`src/sv/lpht_pkg.sv`:
```
// ----------------------------------------------------------------------------
// lpht_pkg
// Shared types, codes and the key mix for the linear-probe hash table.
// ----------------------------------------------------------------------------
package lpht_pkg;

  // field widths
  localparam int unsigned OpW     = 2;
  localparam int unsigned KeyW    = 32;
  localparam int unsigned ValW    = 32;
  localparam int unsigned StatusW = 2;
  localparam int unsigned SlotW   = 10;
  localparam int unsigned CountW  = 11;
  localparam int unsigned LimitW  = 10;

  // stream widths
  localparam int unsigned SDataW = 64;
  localparam int unsigned MDataW = 56;
  localparam int unsigned OutPadW = MDataW - (ValW + SlotW + CountW);

  localparam int unsigned TableDepthDef = 1024;
  localparam int unsigned QueueDepth    = 2;   // power of two

  localparam logic [LimitW-1:0] LoadLimitReset = 10'd768;

  localparam logic [31:0] MixMul = 32'd16389;

  // request kinds
  localparam logic [OpW-1:0] OP_INSERT = 2'd0;
  localparam logic [OpW-1:0] OP_FIND   = 2'd1;
  localparam logic [OpW-1:0] OP_ERASE  = 2'd2;

  // result status
  localparam logic [StatusW-1:0] STAT_OK        = 2'd0;
  localparam logic [StatusW-1:0] STAT_NOT_FOUND = 2'd1;
  localparam logic [StatusW-1:0] STAT_DUPLICATE = 2'd2;
  localparam logic [StatusW-1:0] STAT_FULL      = 2'd3;

  typedef struct packed {
    logic [OpW-1:0]         op;
    logic signed [KeyW-1:0] key;
    logic [ValW-1:0]        value;
  } req_t;

  typedef struct packed {
    logic [StatusW-1:0] status;
    logic [ValW-1:0]    found_value;
    logic [SlotW-1:0]   slot;
    logic [CountW-1:0]  element_count;
  } res_t;

  // first half of the mix: add/xor/add/xor
  function automatic logic [31:0] mix_lo(input logic [31:0] k);
    logic [31:0] a;
    logic [31:0] b;
    logic [31:0] c;
    a = k + ~(k << 15);
    b = a ^ (a >> 10);
    c = b + (b << 3);
    return c ^ (c >> 6);
  endfunction

  // second half: constant multiply, fold high half down
  function automatic logic [31:0] mix_hi(input logic [31:0] d);
    logic [31:0] e;
    e = d * MixMul;
    return e ^ (e >> 16);
  endfunction

endpackage

```
`src/sv/lpht_front.sv`:
```
// ----------------------------------------------------------------------------
// lpht_front
// Request intake: two-stage key mix producing the home slot.
// ----------------------------------------------------------------------------
module lpht_front #(
  parameter int unsigned AddrW = 10
) (
  input  logic                clk_i,
  input  logic                rst_ni,
  input  logic                clearing_i,
  input  logic                s_valid_i,
  output logic                s_ready_o,
  input  lpht_pkg::req_t      s_req_i,
  output logic                m_valid_o,
  input  logic                m_ready_i,
  output lpht_pkg::req_t      m_req_o,
  output logic [AddrW-1:0]    m_home_o
);
  import lpht_pkg::*;

  logic             v1_q, v2_q;
  req_t             req1_q, req2_q;
  logic [31:0]      mid1_q;
  logic [31:0]      mixed;
  logic [AddrW-1:0] home2_q;
  logic             ready1, ready2, take;

  assign ready2    = !v2_q || m_ready_i;
  assign ready1    = !v1_q || ready2;
  assign s_ready_o = ready1 && !clearing_i;
  assign take      = s_valid_i && s_ready_o;
  assign mixed     = mix_hi(mid1_q);

  always_ff @(posedge clk_i or negedge rst_ni) begin
    if (!rst_ni) begin
      v1_q <= 1'b0;
      v2_q <= 1'b0;
    end else begin
      if (ready1) begin
        v1_q <= take;
      end
      if (ready2) begin
        v2_q <= v1_q;
      end
    end
  end

  always_ff @(posedge clk_i) begin
    if (take) begin
      req1_q <= s_req_i;
      mid1_q <= mix_lo(s_req_i.key);
    end
    if (v1_q && ready2) begin
      req2_q  <= req1_q;
      home2_q <= mixed[AddrW-1:0];
    end
  end

  assign m_valid_o = v2_q;
  assign m_req_o   = req2_q;
  assign m_home_o  = home2_q;

endmodule

```
`config.mk`:
```
export PLATFORM = sky130hd
export DESIGN_NAME = lpht_front
export DESIGN_NICKNAME = d
export VERILOG_FILES = /design/src/sv/lpht_pkg.sv /design/src/sv/lpht_front.sv
export SDC_FILE = /design/constraint.sdc
export NUM_CORES = 1
export LEC_CHECK = 0
export BUFFER_PORTS_ARGS = -buffer_cell sky130_fd_sc_hd__buf_4
export CORE_MARGIN = 5
export CORE_UTILIZATION = 50
export CTS_BUF_LIST = sky130_fd_sc_hd__clkbuf_2 sky130_fd_sc_hd__clkbuf_4 sky130_fd_sc_hd__clkbuf_8
export CTS_CLUSTER_DIAMETER = 40
export DETAILED_ROUTE_END_ITERATION = 10
export GPL_ROUTABILITY_DRIVEN = 1
export PLACE_DENSITY = 0.77
export SYNTH_ARGS = -nofsm -noshare
export SYNTH_HDL_FRONTEND = slang
export SYNTH_SLANG_ARGS = --single-unit
```
`constraint.sdc`:
```
create_clock -name clk_i -period 5.23 [get_ports clk_i]
set_input_delay 0.2615 -clock clk_i [delete_from_list [all_inputs] [get_ports clk_i]]
set_output_delay 0.2615 -clock clk_i [all_outputs]
set_load 0.02 [all_outputs]
```
; Word-level counts from Yosys, hierarchy flattened
; Index checks and enable logic that the tools add are counted.
[totals]
in_bits = 71
regBits = 176
word_cells = 25
output_inout_bits = 78
[op_classes]
n_addsub = 2
n_mul = 1
reduce_logical = 8
bitwise_logic = 4
[op_table]
columns = cell, count
row1 = $add A32 B32 Y32, 2
row2 = $mul A32 B15 Y26 const B, 1
row3 = $not A32 Y32, 1
row4 = $xor A32 B22 Y32, 1
row5 = $xor A32 B26 Y32, 1
row6 = $xor A10 B10 Y10, 1
row7 = $logic_and A1 B1 Y1, 3
row8 = $logic_not A1 Y1, 3
row9 = $logic_or A1 B1 Y1, 2

; Logic depth before layout (Yosys ltp)
[logic_depth]
word_depth = 5
mapped_depth = 24
ltp_nobuf = 24

; Worst setup path before layout
; OpenSTA, ideal clock, no wires.
[synth_timing]
path_kind = in2reg
start = input s_req_i[32] in the netlist's numbering
end = register mid1_q[23], data pin
setup_slack_ns = 0.399
required_time_ns = 4.967
arrival_ns = 4.567
path_buffers = 0
path_stages = 23
setup_ns = 0.263
cell_sequence = inv_1 -> ha_1 -> nor3b_2 -> and2_1 -> and3_1 -> nand3_1 -> xnor2_1 -> xor2_1 -> inv_1 -> fa_1 -> nor2b_1 -> o21ai_0 -> a21oi_1 -> o21ai_0 -> o21ai_0 -> o211ai_1 -> nor3_1 -> o31ai_2 -> o211ai_2 -> nand2_1 -> o41ai_2 -> xor2_1 -> xnor2_1
[synth_via]
elab_chain_cells = 5
[synth_rtl]
columns = element, line_no
row1 = "start, declared", lpht_front.sv:13  ; input lpht_pkg::req_t s_req_i,
row2 = $not A32 Y32, lpht_pkg.sv:57  ; a = k + ~(k << 15);
row3 = $add A32 B32 Y32 (*), lpht_pkg.sv:57
row4 = $xor A32 B22 Y32 (*), lpht_pkg.sv:58  ; b = a ^ (a >> 10);
row5 = $add A32 B32 Y32 (*), lpht_pkg.sv:59  ; c = b + (b << 3);
row6 = $xor A32 B26 Y32 (*), lpht_pkg.sv:60  ; return c ^ (c >> 6);
row7 = "end signal, assigned", lpht_front.sv:51  ; mid1_q <= mix_lo(s_req_i.key);
row8 = "end, declared", lpht_front.sv:23  ; logic [31:0] mid1_q;
; Mark *: on every way between the ends. The rest lies on a longest branch, timed or not.
; A chain may end at the register's enable or synchronous reset.

; Worst setup path in the final report
[layout_timing]
start = input s_req_i[33] in the netlist's numbering
end = register mid1_q[18], data pin
; Same word-level chain as after synthesis.

==> results.toml <==
[synth]
synth_top_cell_by_area = "edfxtp_1"
synthesis.nets = 1002
netlist_area_um2 = 10100
synth_cells = 798
synth-adder-area-share = 0.174
synth.area.mux_share = 0.000989
ys.flop_type = "edfxtp_1"
synth_cell_types = 66
synth_xor_area_frac = 0.123
netlist_top_cells_count = "edfxtp_1, ha_1, xnor2_1"
synthTopCellsByArea = "edfxtp_1, ha_1, xnor2_1, xor2_1, inv_1"
synth-seq-cells = 170
synth_simple_gate_area_frac = 0.0704
yosysSeqAreaShare = 0.503
synth_compound_area_frac = 0.0982
synth_edf_count = 168
synth.top_cell.area_share = 0.498
yosys.cell_count.top_type = "edfxtp_1"
synth_top_family_by_area = "adder cells"
yosysWarnings = 0
postSynthAreaPerCell_um2 = 12.7
async_flop_share = 0.0118

[clock_network]
cts_tree = "built"
htreeDepth = 4
cts_sinks = 170
cts_buffer_depth = 2
numCtsBuffers = 17
clkLatencyLatePin_ns = 0.47
root_buffer = "clkbuf_8"
path_clk_slew_ns = 0.11

[sta]
period_minus_slack_ns = 5.06
hold_ws_ns = 0.0354
setup_viol = 0
worst_pin_slew_ns = 1.03
hold_viol = 0
fin_ws_ns = 0.166
fin_crit_sh = 0.968
maxSlewHeadroom = 0.316
fin_skew_ns = 0.0224
final_max_slew_viol_count = 0
max_freq_mhz = 197

[grt]
gr-usage-met2 = 0.350
grt_pass1_vias = 7112
antenna_found_initial = 0
grt_remaining_overflow = 0
grt_busiest_layer = "met2"
met1_usage = 0.248
grt_usage = 0.199
grt_pass1_wl_mm = 37.0
grt_max_degree = 77
use_met3 = 0.0429

[power]
total_leakage_power_nw = 5.52
p_per_area_nw_per_um2 = 762
ir_drop_mv = 0.603

[run_status]
status = "complete, no violations"

[cells_and_area]
antenna-diode-count = 0
stdcell_area_um2 = 12900
drive_above_1_share = 0.234
area_growth_pct = 27.3
post-route-util = 0.641
fin_cells = 1327
finish.net_count = 1248

[min_path]
holdCritStartpoint = "s_req_i[47]"
min_path_cells = 1
hp-class = "in -> reg"
hold_path_end = "req1_q[47]$_DFFE_PP_"

[drt]
num_vias = 6968
firstDrtPassIters = 5
wl_per_cell_um = 17.6
drtAntennaViolNets = 0
vias_per_cell = 5.25
wirelength_mm = 23.3
first_iter_violations = 462
drcViolationCount = 0

[critical_path]
critical_path_required_ns = 5.44
cp_cell_sequence = "dlygate4sd3_1, buf_4, or4_4, nor2b_4, buf_4, nand2_1, a21o_1, a21oi_1, xnor2_1, xnor2_1, ha_1, nand2_1, o21ai_0, a41oi_1, a21oi_1, nand2_1, o21ai_2, a41oi_2, o21bai_1, a21oi_1, xor2_1, xnor2_1"
r2r_end = "m_home_o[9]$_DFFE_PP_"
cpPeakStageDelay_ns = 0.57
cpMaxStageDelayCell = "or4_4"
r2r-start = "mid1_q[3]$_DFFE_PP_"
crit_arrival_ns = 5.27
cp-end-kind = "flip-flop"
critPathMaxFanout = 5
critPathLaunchType = "input port"
reg2reg_depth = 16
reg2reg_slack_ns = 0.87
path_class = "in -> reg"
startpoint = "s_req_i[33]"

[floorplanning]
start_util = 0.504
die-area_um2 = 23200
die_h_um = 152
ioPinCount = 149
fp-row-count = 52
die_w_um = 152
core_area_um2 = 20100

[place]
port_buffers = 148
dpl_cell_area_um2 = 11700
place_inst = 1232
gp_congestion = 0.923
dp_slack_ns = 0.0925
hpwl_mm = 17.1

[job]
maxCapViolCount = 0
[timing repair]
item	in CTS	in global routing
resized for setup	0	27
setup endpoints to repair	0	11
hold buffers	57	1
setup buffers	0	5
hold endpoints to repair	58	1
[flip-flops by register name, indices dropped and copies added, names as in the netlist]
signal     count
m_req_o       66
v1_q           1
m_valid_o      1
mid1_q        26
req1_q        66
m_home_o      10
[power by group]
part / switching, mW / internal, mW
clock network: 0.618 / 0.388
logic: 3.47 / 3.12
registers: 0.125 / 2.10
[worst max-delay path by stage]
stage                            to  slack, ns  cells after the start
2_1_floorplan  mid1_q[23]$_DFFE_PP_       0.40                     23
3_3_place_gp   mid1_q[24]$_DFFE_PP_       0.20                     23
3_5_place_dp   mid1_q[23]$_DFFE_PP_       0.09                     25
4_1_cts        mid1_q[23]$_DFFE_PP_       0.05                     24
5_1_grt        mid1_q[23]$_DFFE_PP_      -0.06                     25
6_report       mid1_q[18]$_DFFE_PP_       0.17                     22
[worst max-delay path: cells and delay by family]
kind / cells / cell delay [ns]
AND/OR/NAND/NOR: 5 / 0.98
XOR/XNOR: 4 / 0.89
buffers and inverters: 3 / 0.84
adder cells (fa/ha/maj): 1 / 0.39
AO/OA/AOI/OAI: 9 / 1.91
[per-stage QoR]
step           total power, mW  TNS [ns]
3_3_place_gp              8.55         0
5_1_grt                   10.8    -0.124
6_report                  9.82         0
2_1_floorplan             7.35         0
4_1_cts                   9.79         0
3_5_place_dp              8.69         0
[final cells by class]
type | count | area, µm²
clock buffers | 17 | 234
clock inverters | 15 | 211
fillers | 1474 | 7220
inverters | 80 | 300
multi-input cells | 548 | 4860
flip-flops and latches | 170 | 5090
well taps | 270 | 338
repair buffers | 227 | 1850
[layer usage]
metal / vias up / share of wire
met4: 0 / 0.022
met5: - / 0
met2: 211 / 0.51
met3: 48 / 0.054
met1: 3328 / 0.41
li1: 3381 / -
[cell families after synthesis]
kind of cell,count (synthesis)
AO/OA/AOI/OAI,144
XOR/XNOR,134
adder cells (fa/ha/maj),135
buffers and inverters,80
flip-flops,170
multiplexers,1
AND/OR/NAND/NOR,134
[layout by cell type (no fill, tap or decap), types with 8 or more instances in the layout]
cell type and count:
buf_4 169, a21o_1 25, nand3_1 11, nor3_1 13
edfxtp_1 168, ha_1 120, nor2_1 28, clkbuf_8 17
or3_1 9, nand2_1 27, xor2_1 40, inv_1 80
a21oi_1 38, o21ai_0 24, xnor2_1 82, nand2b_1 8
dlygate4sd3_1 58, nor2b_1 8, fa_1 11
(Power assumes the default switching activity.)
