==> src/sv/lpht_fifo.sv <==
// ----------------------------------------------------------------------------
// lpht_fifo
// Short queue between intake and probe engine.
// ----------------------------------------------------------------------------
module lpht_fifo #(
  parameter int unsigned Width = 8,
  parameter int unsigned Depth = 2     // power of two
) (
  input  logic             clk_i,
  input  logic             rst_ni,
  input  logic             in_valid_i,
  output logic             in_ready_o,
  input  logic [Width-1:0] in_data_i,
  output logic             out_valid_o,
  input  logic             out_ready_i,
  output logic [Width-1:0] out_data_o
);

  localparam int unsigned PtrW = (Depth > 1) ? $clog2(Depth) : 1;
  localparam int unsigned CntW = $clog2(Depth + 1);

  logic [Width-1:0] entry_q [Depth];
  logic [PtrW-1:0]  wr_q, rd_q;
  logic [CntW-1:0]  cnt_q;
  logic             push, pop;

  assign in_ready_o  = cnt_q != CntW'(Depth);
  assign out_valid_o = cnt_q != '0;
  assign push        = in_valid_i && in_ready_o;
  assign pop         = out_valid_o && out_ready_i;
  assign out_data_o  = entry_q[rd_q];

  always_ff @(posedge clk_i or negedge rst_ni) begin
    if (!rst_ni) begin
      wr_q  <= '0;
      rd_q  <= '0;
      cnt_q <= '0;
    end else begin
      if (push) begin
        wr_q <= wr_q + PtrW'(1);
      end
      if (pop) begin
        rd_q <= rd_q + PtrW'(1);
      end
      if (push && !pop) begin
        cnt_q <= cnt_q + CntW'(1);
      end else if (pop && !push) begin
        cnt_q <= cnt_q - CntW'(1);
      end
    end
  end

  always_ff @(posedge clk_i) begin
    if (push) begin
      entry_q[wr_q] <= in_data_i;
    end
  end

endmodule

==> config.mk <==
export PLATFORM = sky130hd
export DESIGN_NAME = lpht_fifo
export DESIGN_NICKNAME = d
export VERILOG_FILES = /design/src/sv/lpht_fifo.sv
export SDC_FILE = /design/constraint.sdc
export NUM_CORES = 1
export LEC_CHECK = 0
export ABC_AREA = 1
export BUFFER_PORTS_ARGS = -buffer_cell sky130_fd_sc_hd__buf_2
export CAP_MARGIN = 0
export CORE_MARGIN = 4
export CORE_UTILIZATION = 35
export CTS_CLUSTER_SIZE = 30
export DETAILED_ROUTE_END_ITERATION = 12
export HOLD_SLACK_MARGIN = 0.02
export PLACE_DENSITY = 0.58
export SYNTH_ARGS = -nofsm -noshare
export SYNTH_HDL_FRONTEND = slang
export SYNTH_SLANG_ARGS = --single-unit
==> constraint.sdc <==
create_clock -name clk_i -period 1.3 [get_ports clk_i]
set_input_delay 0.065 -clock clk_i [delete_from_list [all_inputs] [get_ports clk_i]]
set_output_delay 0.065 -clock clk_i [all_outputs]
set_load 0.1 [all_outputs]
==> Word-level counts from Yosys, hierarchy flattened <==
Memories as Yosys holds them, arrays and structs flattened.
Cells that the tools add are included.
W data, S select, Z words.
{ "totals": {"mem_count": 1, "ff_bits": 4, "in_bits": 12, "ram_bits": 16, "wordCells": 21, "mem_bits_ro": 0, "out_inout_bits": 10, "latchBits": 0} }
{ "mem_list": {"columns": ["name", "depth", "word_bits", "read_ports", "rd_clocked_by_memory_dff", "write_ports", "line_no", "source"], "rows": [
  ["entry_q", 2, 8, 1, 0, 1, "22", "logic [Width-1:0] entry_q [Depth];"]
]} }
{ "classes": {"n_mux": 4, "n_eq_ne": 1, "div_mod_pow": 0, "n_bitwise": 0, "n_reduce_logical": 8, "shifts": 0, "magnitude_cmp": 0, "mul": 0, "addsub": 4} }
{ "op_table": {"columns": ["operator", "n"], "rows": [
  ["$logic_and A1 B1 Y1", 4],
  ["$mux W2", 2],
  ["$reduce_bool A2 Y1", 2],
  ["$add A1 B1 Y1 const B", 2],
  ["$add A2 B1 Y2 const B", 1],
  ["$logic_not A1 Y1", 2],
  ["$mux W1", 2],
  ["$ne A2 B2 Y1 const B", 1],
  ["$sub A2 B1 Y2 const B", 1]
]} }

==> Logic depth before layout (Yosys ltp) <==
Gate-level depths: netlist of run 1.
{ "logic_depth": {"ltp_word": 6, "ltp_mapped": 10, "ltp_nobuf": 10} }

==> Least setup slack after synthesis of run 1 <==
Ideal clock, no wire load.
{ "synth_path": {"path_type": "reg2reg", "startpoint": "reg cnt_q[1]", "endpoint": "reg cnt_q[1]", "path_buffers": 0, "required_time_ps": 1183, "setup_slack_ps": -307, "setup_ps": 117, "path_stages_with_launch": 9, "arrival_time_ps": 1490, "period_less_slack_ps": 1607, "cell_sequence": "dfrtp_1 inv_2 nand2_2 nand2_2 ha_1 inv_1 nand3_1 nand2_1 nand2_1"} }
{ "synth_via": {"elab_chain_len": 5, "word_cells_on_any_way": 13, "classes_between": "add/sub: 2; eq/ne: 1; mux: 2; reduce/logical: 8"} }
{ "synth_rtl": {"columns": ["item", "line_no", "source"], "rows": [
  ["start: declaration", "24", "logic [CntW-1:0] cnt_q;"],
  ["start signal: assignment", "46", "cnt_q <= cnt_q + CntW'(1);"],
  ["start signal: assignment", "48", "cnt_q <= cnt_q - CntW'(1);"],
  ["$reduce_bool A2 Y1 (*)", "28", "assign out_valid_o = cnt_q != '0;"],
  ["net out_valid_o", "14", "output logic out_valid_o,"],
  ["$logic_and A1 B1 Y1 (*)", "30", "assign pop = out_valid_o && out_ready_i;"],
  ["$logic_not A1 Y1", "45", "if (push && !pop) begin"],
  ["$logic_and A1 B1 Y1", "45", null],
  ["$mux W2 or $reduce_bool A2 Y1 (tied branches)", null, null]
]} }
The timed path passes the listed nets; every way through them passes the cells marked *. The select of a mux whose other input is x is not followed.
A chain may end at the register's enable or synchronous reset.

==> Final worst setup path of run 1 <==
{ "layout_path": {"startpoint": "reg rd_q", "endpoint": "out out_data_o[2]"} }
{ "layout_via": {"elab_chain_len": 1} }
{ "layout_rtl": {"columns": ["item", "line_no", "source"], "rows": [
  ["start: declaration", "23", "logic [PtrW-1:0] wr_q, rd_q;"],
  ["start signal: assignment", "43", "rd_q <= rd_q + PtrW'(1);"],
  ["$mem_v2 Z2 W8", null, null],
  ["end: declaration", "16", "output logic [Width-1:0] out_data_o"]
]} }
Every way passes these cells.

==> results of run 1 <==
[cells by family after synthesis]
group,synth area share
XOR/XNOR,0.03026
adder cells (fa/ha/maj),0.01513
buffers and inverters,0.04538
AND/OR/NAND/NOR,0.2073
flip-flops,0.7020
[cells in the final DEF, fill, tap and decap left out]
cell type / instances
inv_4: 3
nand2_8: 3
clkinv_4: 1
buf_12: 10
nand2_2: 10
xor2_2: 1
nor2_2: 2
buf_2: 11
dlygate4sd3_1: 9
nand2_4: 1
nand4_1: 1
clkbuf_4: 3
xnor2_1: 1
inv_2: 1
buf_4: 8
dfrtp_2: 2
buf_6: 2
dfrtp_1: 2
nand3_2: 1
clkbuf_1: 1
inv_1: 2
edfxtp_1: 16
nand3_1: 1
nand2_1: 20
ha_4: 1
[through the flow]
step,hold slack [ps],TNS (ps)
floorplan,-230.6,-908.4
global placement,-120.7,0
detailed placement,-119.7,0
CTS,42.26,-5.570
global route,60.37,-170.7
finish,57.56,0
[worst paths after layout]
path | endpoint | slack (ps) | cells after the start
max | out_data_o[2] | 20 | 4
min reg2reg | rd_q$_DFFE_PN0P_ | 600 | 2
min in group asynchronous | cnt_q[0]$_DFFE_PN0P_ | 100 | 2
min | rd_q$_DFFE_PN0P_ | 60 | 3
max in group asynchronous | rd_q$_DFFE_PN0P_ | 1060 | 2
max reg2reg | cnt_q[1]$_DFFE_PN0P_ | 30 | 9
[tightest hold or removal path: stages]
cell     delay [ps]
buf_2           120
nand3_1          80
nand2_1          50
[cell type report]
class	instances	area, µm²
fillers	187	829.5
flip-flops and latches	20	583.1
repair buffers	40	427.9
multi-input cells	42	292.8
inverters	7	38.79
well taps	28	35.03
clock buffers	4	26.28
[state kept, by name (all words and copies together) (netlist names)]
signal,flops
entry_q,16
cnt_q,2
rd_q,1
wr_q,1
[layer usage]
metal  vias up  track usage  share of wire
li1        313            -              -
met1       301       0.1170           0.38
met2        14       0.1914           0.56
met3         2      0.04368          0.046
met4         0      0.04068          0.011
met5         -            0              0
[what timing repair did]
item | CTS | global route
setup buffers | 2 | 2
hold endpoints to repair | 20 | 0
gates resized for setup | 2 | 7
hold buffers | 9 | 0
pin swaps | 0 | 2
setup endpoints to repair | 8 | 9
==> impl_summary.log, run 1 <==
[metrics] run status: completed
[metrics] n_diodes: 0
[metrics] ports placed on the boundary: 22
[metrics] routed wire length per instance: roughly 11 µm
[metrics] count of endpoints failing hold in the final timing report: 0
[metrics] top flip-flop cell by instance count after synthesis: edfxtp_1
[metrics] Num CTS Buffers: 3
[metrics] share of the clock period used by the worst path: 0.9831
[metrics] top post-synthesis cells by area: edfxtp_1 (58%), nand2_1 (14%), dfrtp_1 (12%), nand2_4 (2.7%), xor2_2 (2.0%)
[metrics] r2r startpoint: cnt_q[0]$_DFFE_PN0P_
[metrics] netlist area before placement: slightly above 800 µm²
[metrics] DRT antenna net count: 0
[metrics] # Max-Cap Violations: 0
[metrics] top-area cell type share of the netlist area: 0.5809
[metrics] Die Height: roughly 57 µm
[metrics] number of failing setup endpoints in the final timing report: 0
[metrics] most common library cells after synthesis: nand2_1 (30), edfxtp_1 (16), dfrtp_1 (4), inv_1 (4), inv_2 (3)
[metrics] Core Region: ~2200 µm²
[metrics] kind of cell adding the most delay to the critical path: flip-flops
[metrics] detailed placement HPWL: roughly 1100 µm
[metrics] most frequently used cell type in the post-synthesis netlist: nand2_1
[metrics] Critical Path Source: rd_q$_DFFE_PN0P_
[metrics] number of buffers on the longest clock path: 2
[metrics] wire length of the first global-routing pass: 2622 µm
[metrics] Layout Nets: about 130
[metrics] vias in the first global route: 595
[metrics] number of enable flip-flop cells after synthesis: 16
[metrics] ratio of routed vias to standard cells: 4.468
[metrics] share of flip-flops with an asynchronous set or reset: 0.2000
[metrics] setup clock skew after layout: approximately 6.8 ps
[metrics] clock edge transition at the registers on the reported setup and hold paths: roughly 90 ps
[metrics] number of design-rule violations left by the first detailed-router iteration: 9
[metrics] placed standard-cell area: around 1200 µm²
[metrics] post-synthesis cell count: 70
[metrics] post-route worst setup slack: roughly 22 ps
[metrics] Port Buffers: 21
[metrics] Routed WL: between 1500 and 2000 µm
[metrics] CTS tree: done
[metrics] RSZ-0062 raised after global routing: true
[metrics] worst setup slack before clock tree synthesis: roughly 35 ps
[metrics] worst-case headroom to the max-slew limit: 0.8893
[metrics] placed instance count: between 100 and 150
[metrics] post-synthesis average cell area: between 10 and 15 µm²
[metrics] Post-Synthesis Net Count: 83
[metrics] cells along the critical path: buf_4 > nand2_1 > nand2_2 > buf_12
[metrics] post-route cell area: about 1400 µm²
[metrics] Crit path required time: about 1200 ps
[metrics] layout overhead on the synthesized area: 69.74%
[metrics] type of the worst setup path: reg -> out
[metrics] largest fanout on the critical path: 5
[metrics] overall die width: between 50 and 60 µm
[metrics] maximum number of pins on one net before global-route repair: 12
[metrics] starting density of the core: 0.3703
[metrics] die footprint: around 3200 µm²
[metrics] post-route minimum period: around 1300 ps
[metrics] synth warn: 0
[metrics] slew of the pin with the lowest slew margin: roughly 170 ps
[metrics] overall global routing resource usage: 0.1093
[metrics] Critical path buffers and inverters: 2
[metrics] kind of end point of the critical path: primary output
[metrics] vias after detailed routing: 630
[metrics] Row Count: 17
[metrics] endpoint arrival time on the critical path: between 1000 and 1500 ps
[metrics] DRC viols: 0
[metrics] final weighted congestion of routability-driven global placement: about 0.7
[metrics] largest area contributor in the netlist: edfxtp_1
[metrics] H-tree levels: 1
[metrics] part of the Yosys area used for sequential elements: 0.7020
[metrics] Cell Count, Final, Fillers Out: between 100 and 150
[metrics] CTS root buf: clkbuf_4
[metrics] min-delay src: out_ready_i
[metrics] residual overflow from global routing: 0
[metrics] number of max-slew violations in the final report: 0
[metrics] clock latency of the later-clocked register in the worst-skew pair: around 280 ps
[metrics] 1st-pass router iterations: 4
[metrics] delay of the slowest critical-path stage: 470 ps
[metrics] Critical Path Slowest Stage Cell: dfrtp_2
[metrics] category of the worst setup path launch point: register
[metrics] number of synthesized register bits: 20
[metrics] number of antenna violations at the first check in global routing: 0
[metrics] post-layout utilization of the core: 0.6286
[metrics] highest clock rate: approximately 0.78 GHz
[metrics] class of the worst hold path: in -> reg
[metrics] share of final-layout standard cells stronger than drive strength 1: 0.5310
[metrics] number of clock sinks: 20
[metrics] Synth cell types: 14
Power of run 1 is left out: the tool's default activity adds up to more than one toggle a clock period on the data nets, which glitch-free logic cannot reach.
==> run 2, diff against run 1 <==
Settings changed: ABC_AREA 1 to default, CORE_MARGIN 4 to 2, SLEW_MARGIN from default to 20.
==> run 2 against run 1 <==
Net effect:
- hold slack improved by 15 ps
- sequential share of layout area increased by 3.7 points
- the run now ends with setup timing left
- utilization decreased by 3.6 points
- highest routed layer unchanged
- clock skew decreased by 5.0 ps
- final area decreased by 8.4%
==> impl_summary.log, run 2 <==
[metrics] number of design-rule violations left by the first detailed-router iteration: 4
[metrics] maximum number of pins on one net before global-route repair: 12
[metrics] xor-xnor portion of the synthesized cell area: 0.05564
[metrics] most frequently used cell type in the post-synthesis netlist: edfxtp_1
[metrics] commonest cells after routing, fill and taps aside: edfxtp_1 (16), buf_2 (11), dlygate4sd3_1 (9), buf_6 (9), buf_4 (8)
[metrics] multiplexer share of the synthesized area: 0.1145
[metrics] most common library cells after synthesis: edfxtp_1 (16), mux2_2 (8), dfrtp_1 (4)
[metrics] share of the clock period used by the worst path: 1.072
[metrics] synthesized-area fraction occupied by ao, oa, aoi and oai cells: 0
[metrics] synth warn: 0
[metrics] number of clock sinks: 20
[metrics] part of the Yosys area used for sequential elements: 0.7377
[metrics] setup clock skew after layout: ~1.9 ps
[metrics] Post-Synthesis Net Count: between 50 and 60
[metrics] netlist area before placement: 787.0 µm²
[metrics] number of enable flip-flop cells after synthesis: 16
[metrics] slew of the pin with the lowest slew margin: around 200 ps
[metrics] overall global routing resource usage: 0.1155
[metrics] vias after detailed routing: a little under 500
[metrics] share of final-layout standard cells stronger than drive strength 1: 0.6023
[metrics] class of the worst hold path: in -> reg
[metrics] ports placed on the boundary: 22
[metrics] type of the worst setup path: reg -> out
[metrics] worst setup slack before clock tree synthesis: -14.93 ps
[metrics] n_diodes: 0
[metrics] share of flip-flops with an asynchronous set or reset: 0.2000
[metrics] CTS root buf: clkbuf_4
[metrics] Largest register FFs: 16
[metrics] overall die width: between 50 and 60 µm
[metrics] post-synthesis average cell area: between 15 and 20 µm²
[metrics] # Max-Cap Violations: 0
[metrics] largest fanout on the critical path: 5
[metrics] 1st-pass router iterations: 2
[metrics] kind of end point of the critical path: primary output
[metrics] count of endpoints failing hold in the final timing report: 0
[metrics] largest registers: entry_q: 16 flops, cnt_q: 2 flops
[metrics] RSZ-0062 raised after global routing: true
[metrics] layout overhead on the synthesized area: 63.43%
[metrics] clock latency of the later-clocked register in the worst-skew pair: between 200 and 300 ps
[metrics] DRT antenna net count: 0
[metrics] Critical Path Slowest Stage Cell: dfrtp_2
[metrics] residual overflow from global routing: 0
[metrics] Crit path required time: 1240 ps
[metrics] routed wire length per instance: between 10 and 15 µm
[metrics] Synth cell types: 14
[metrics] Core Region: ~2200 µm²
[metrics] Row Count: 17
[metrics] Num CTS Buffers: 3
[metrics] worst-case headroom to the max-slew limit: 0.8655
[metrics] Adder-Cell Fraction of Synth Area: 0.01590
[metrics] kind of cell adding the most delay to the critical path: flip-flops
[metrics] final weighted congestion of routability-driven global placement: about 0.73
[metrics] CTS tree: done
[metrics] endpoint arrival time on the critical path: roughly 1300 ps
[metrics] Critical path buffers and inverters: 2
[metrics] cells along the critical path: buf_6 > mux2_4 > buf_12
[metrics] die footprint: about 2600 µm²
[metrics] Port Buffers: 21
[metrics] top post-synthesis cells by area: edfxtp_1 (61%), dfrtp_1 (13%), mux2_2 (11%), xnor2_1 (3.3%), xor2_1 (2.2%)
[metrics] failing checks: setup timing
[metrics] combinational family with the most area after synthesis: multiplexers
[metrics] number of max-slew violations in the final report: 0
[metrics] top flip-flop cell by instance count after synthesis: edfxtp_1
[metrics] Routed WL: about 1300 µm
[metrics] H-tree levels: 1
[metrics] delay of the slowest critical-path stage: approximately 430 ps
[metrics] post-route minimum period: roughly 1400 ps
[metrics] number of buffers on the longest clock path: 2
[metrics] synthesized-area fraction occupied by and/or/nand/nor cells: 0.06518
[metrics] detailed placement HPWL: around 870 µm
[metrics] clock edge transition at the registers on the reported setup and hold paths: 100 ps
[metrics] number of antenna violations at the first check in global routing: 0
[metrics] starting density of the core: 0.3627
[metrics] number of synthesized register bits: 20
[metrics] post-route worst setup slack: -93.89 ps
[metrics] number of failing setup endpoints in the final timing report: 10
[metrics] largest area contributor in the netlist: edfxtp_1
[metrics] category of the worst setup path launch point: register
[metrics] Die Height: ~51 µm
[metrics] register bank with the most flops: entry_q
[metrics] DRC viols: 0
[metrics] vias in the first global route: 474
[metrics] post-synthesis cell count: 43
[metrics] run status: finished with violations
[metrics] ratio of routed vias to standard cells: between 4 and 5
[metrics] most common cell after layout, fill and taps aside: edfxtp_1
[metrics] highest clock rate: roughly 0.72 GHz
[metrics] Layout Nets: between 100 and 150
[metrics] top-area cell type share of the netlist area: 0.6105
[metrics] wire length of the first global-routing pass: around 2000 µm
## run 2: changes by cell type in the layout (fill, tap and decap cells not counted), moves of 2 or more
cell	delta
nand2_2	-10
inv_4	-3
nand2_8	-3
buf_6	+7
buf_12	-5
mux2_4	+3
mux2_2	+5
xnor2_1	+2
inv_1	-2
nand2_1	-20
xor2_1	+2
## run 2: area by class of cell
class                   instances  area, µm²
clock buffers                   4      26.28
fillers                       188      883.3
inverters                       1      3.754
multi-input cells              21      232.7
flip-flops and latches         20      581.8
well taps                      28      35.03
repair buffers                 42      406.6
## run 2: repair_timing
item / CTS / global route
buffers inserted: 3 / 1
endpoints found under the hold margin: 20 / 0
pin swaps: 1 / 0
gates resized for setup: 27 / 4
hold buffers: 9 / 0
endpoints found under the setup margin: 10 / 11
## run 2: per-stage QoR
step	hold WS [ps]	cells	util	instance area (µm²)	setup TNS, ps
6_report	72.42	116	0.5928	1286	-743.8
5_1_grt	65.61	116	0.5928	1286	-1258
4_1_cts	61.72	115	0.5819	1262	-847.8
3_5_place_dp	-118.7	99	0.4775	1036	-79.86
3_3_place_gp	-121.6	99	0.4775	1036	-74.45
2_1_floorplan	-230.6	43	-	810.8	-1830
## run 2: final timing paths
check                                       end  slack (ps)  cells past startpoint                  from
setup / recovery                  out_data_o[3]         -90                      3      rd_q$_DFFE_PN0P_
hold / removal                 wr_q$_DFFE_PN0P_          70                      3            in_valid_i
setup reg to reg           cnt_q[1]$_DFFE_PN0P_         -40                      6  cnt_q[0]$_DFFE_PN0P_
hold reg to reg                wr_q$_DFFE_PN0P_         520                      1      wr_q$_DFFE_PN0P_
max in group asynchronous      rd_q$_DFFE_PN0P_        1050                      2                rst_ni
min in group asynchronous  cnt_q[1]$_DFFE_PN0P_         110                      2                rst_ni
## run 2: cells by family (layout without fill, tap and decap cells)
logic type	count (synthesis)	in the layout
buffers and inverters	2	47
multiplexers	8	8
flip-flops	20	20
XOR/XNOR	5	5
AND/OR/NAND/NOR	7	7
adder cells (fa/ha/maj)	1	1
## run 2: routing by layer
metal / track usage / part of all wire / up-vias
li1: - / - / 246
met1: 0.1494 / 0.46 / 229
met2: 0.1709 / 0.48 / 15
met3: 0.03509 / 0.040 / 2
met4: 0.06579 / 0.013 / 0
met5: 0 / 0 / -
## run 2: worst reg2reg max path: cells and delay by family, from the launching register on
family / cells / cell delay [ps]
adder cells (fa/ha/maj): 1 / 120
AND/OR/NAND/NOR: 3 / 410
XOR/XNOR: 2 / 280
flip-flops: 1 / 430
Power of run 2 is left out for the same reason.
==> run 3, diff against run 2 <==
==> constraint.sdc (replaced) <==
create_clock -name clk_i -period 1.3 [get_ports clk_i]
set_input_delay 0.13 -clock clk_i [delete_from_list [all_inputs] [get_ports clk_i]]
set_output_delay 0.13 -clock clk_i [all_outputs]
set_load 0.1 [all_outputs]
==> run 3 against run 2 <==
Net effect:
- the run still ends with setup timing left
- final area up 3.1%
- via count increased by 2.6%
- routed wire length grew 2.1%
- sequential share of layout area down 1.4 points
- highest routed layer unchanged
==> impl_summary.log, run 3 (same netlist as run 2, synthesis figures left out) <==
[metrics] run status: finished with violations
[metrics] failing checks: setup timing
[metrics] number of clock sinks: 20
[metrics] Routed WL: 1316 µm
[metrics] post-layout utilization of the core: 0.6113
[metrics] endpoint arrival time on the critical path: around 1300 ps
[metrics] H-tree levels: 1
[metrics] category of the worst setup path launch point: register
[metrics] routed wire length per instance: ~11 µm
[metrics] commonest cells after routing, fill and taps aside: edfxtp_1 (16), buf_2 (11), buf_6 (11)
[metrics] kind of end point of the critical path: primary output
[metrics] DRT antenna net count: 0
[metrics] final weighted congestion of routability-driven global placement: between 0.7 and 0.8
[metrics] vias in the first global route: 496
[metrics] detailed placement HPWL: a little under 900 µm
[metrics] register bank with the most flops: entry_q
[metrics] class of the worst hold path: in -> async
[metrics] share of final-layout standard cells stronger than drive strength 1: 0.6264
[metrics] number of buffers on the longest clock path: 2
[metrics] wire length of the first global-routing pass: between 2000 and 2500 µm
[metrics] clock edge transition at the registers on the reported setup and hold paths: approximately 110 ps
[metrics] placed instance count: 100
[metrics] overall global routing resource usage: 0.1209
[metrics] share of the clock period used by the worst path: 1.126
[metrics] 1st-pass router iterations: 2
[metrics] DRC viols: 0
[metrics] vias after detailed routing: about 510
[metrics] DR WL met3: roughly 50 µm
[metrics] routed wire length on met2: between 600 and 700 µm
[metrics] CTS tree: done
[metrics] number of design-rule violations left by the first detailed-router iteration: 3
[metrics] setup clock skew after layout: 1.013 ps
[metrics] Num CTS Buffers: 3
[metrics] accumulated negative setup slack: -1498 ps
[metrics] CTS root buf: clkbuf_4
[metrics] largest registers: entry_q: 16 flops, cnt_q: 2 flops
[metrics] starting density of the core: 0.3627
[metrics] RSZ-0062 raised after global routing: true
[metrics] Largest register FFs: 16
[metrics] post-route minimum period: approximately 1500 ps
[metrics] Die Height: between 50 and 60 µm
[metrics] layout overhead on the synthesized area: 68.52%
[metrics] Layout Nets: between 100 and 150
[metrics] largest fanout on the critical path: 5
[metrics] routed length on met1: just under 600 µm
[metrics] type of the worst setup path: reg -> out
[metrics] # Max-Cap Violations: 0
[metrics] Cell Count, Final, Fillers Out: ~120
[metrics] residual overflow from global routing: 0
[metrics] ratio of routed vias to standard cells: around 4.2
[metrics] Crit path required time: between 1000 and 1500 ps
[metrics] number of failing setup endpoints in the final timing report: 15
[metrics] number of antenna violations at the first check in global routing: 0
[metrics] n_diodes: 0
[metrics] Row Count: 17
[metrics] most common cell after layout, fill and taps aside: edfxtp_1
[metrics] ports placed on the boundary: 22
[metrics] clock latency of the later-clocked register in the worst-skew pair: 290 ps
[metrics] maximum number of pins on one net before global-route repair: 13
[metrics] count of endpoints failing hold in the final timing report: 0
[metrics] Port Buffers: 21
[metrics] Core Region: around 2200 µm²
[metrics] die footprint: 2644 µm²
[metrics] highest clock rate: about 0.68 GHz
[metrics] DR top layer: met4
[metrics] worst-case headroom to the max-slew limit: 0.8639
[metrics] overall die width: slightly above 50 µm
[metrics] slew of the pin with the lowest slew margin: a little over 200 ps
[metrics] post-route worst setup slack: -163.5 ps
[metrics] number of max-slew violations in the final report: 0
==> run 3: cell count changes in the layout (fill, tap and decap cells not counted), sizes merged <==
| cell | before | now |
|---|---|---|
| buf | 33 | 36 |
| clkbuf | 4 | 3 |
| bufinv | 0 | 1 |
==> run 3: final timing paths <==
check,startpoint,to,slack [ps],depth (start not counted)
worst max-delay path,rd_q$_DFFE_PN0P_,out_data_o[7],-160,3
worst min-delay path,rst_ni,cnt_q[0]$_DFFE_PN0P_,170,2
worst max register to register,cnt_q[0]$_DFFE_PN0P_,cnt_q[1]$_DFFE_PN0P_,-50,6
worst min register to register,wr_q$_DFFE_PN0P_,wr_q$_DFFE_PN0P_,510,1
max in group asynchronous,rst_ni,rd_q$_DFFE_PN0P_,990,2
min in group clk_i,in_valid_i,wr_q$_DFFE_PN0P_,200,4
==> run 3: repair_timing <==
item                                    in CTS  in global routing
hold buffers                                 8                  1
hold endpoints to repair                    18                  2
resized for setup                           30                  0
setup buffers                                4                  2
pin swaps                                    1                  3
endpoints found under the setup margin      11                 11
==> run 3: area by class of cell <==
class | instances | area [µm²]
Fill cell | 188 | 843.3
Sequential cell | 20 | 581.8
Timing Repair Buffer | 45 | 424.2
Multi-Input combinational cell | 21 | 229.0
Tap cell | 28 | 35.03
Clock inverter | 1 | 30.03
Clock buffer | 3 | 22.52
Inverter | 1 | 3.754
==> run 3: critical path, cell delays in order (launching register included) <==
cell and delay [ps]:
dfrtp_2 430, buf_6 140, mux2_4 310, buf_12 170
==> run 3: through the flow <==
stage	cell area [µm²]	setup slack [ps]	hold WS [ps]
2_1_floorplan	810.8	-203.0	-165.6
3_3_place_gp	1044	-69.37	-55.77
3_5_place_dp	1044	-75.41	-54.06
4_1_cts	1301	-179.6	22.45
5_1_grt	1326	-216.5	149.0
6_report	1326	-163.5	171.6
==> run 3: layer usage <==
| layer | vias to the layer above | track usage |
|---|---|---|
| li1 | 250 | - |
| met1 | 240 | 0.1508 |
| met2 | 13 | 0.1816 |
| met3 | 2 | 0.03509 |
| met4 | 0 | 0.07895 |
| met5 | - | 0 |
Power of run 3 is left out for the same reason.
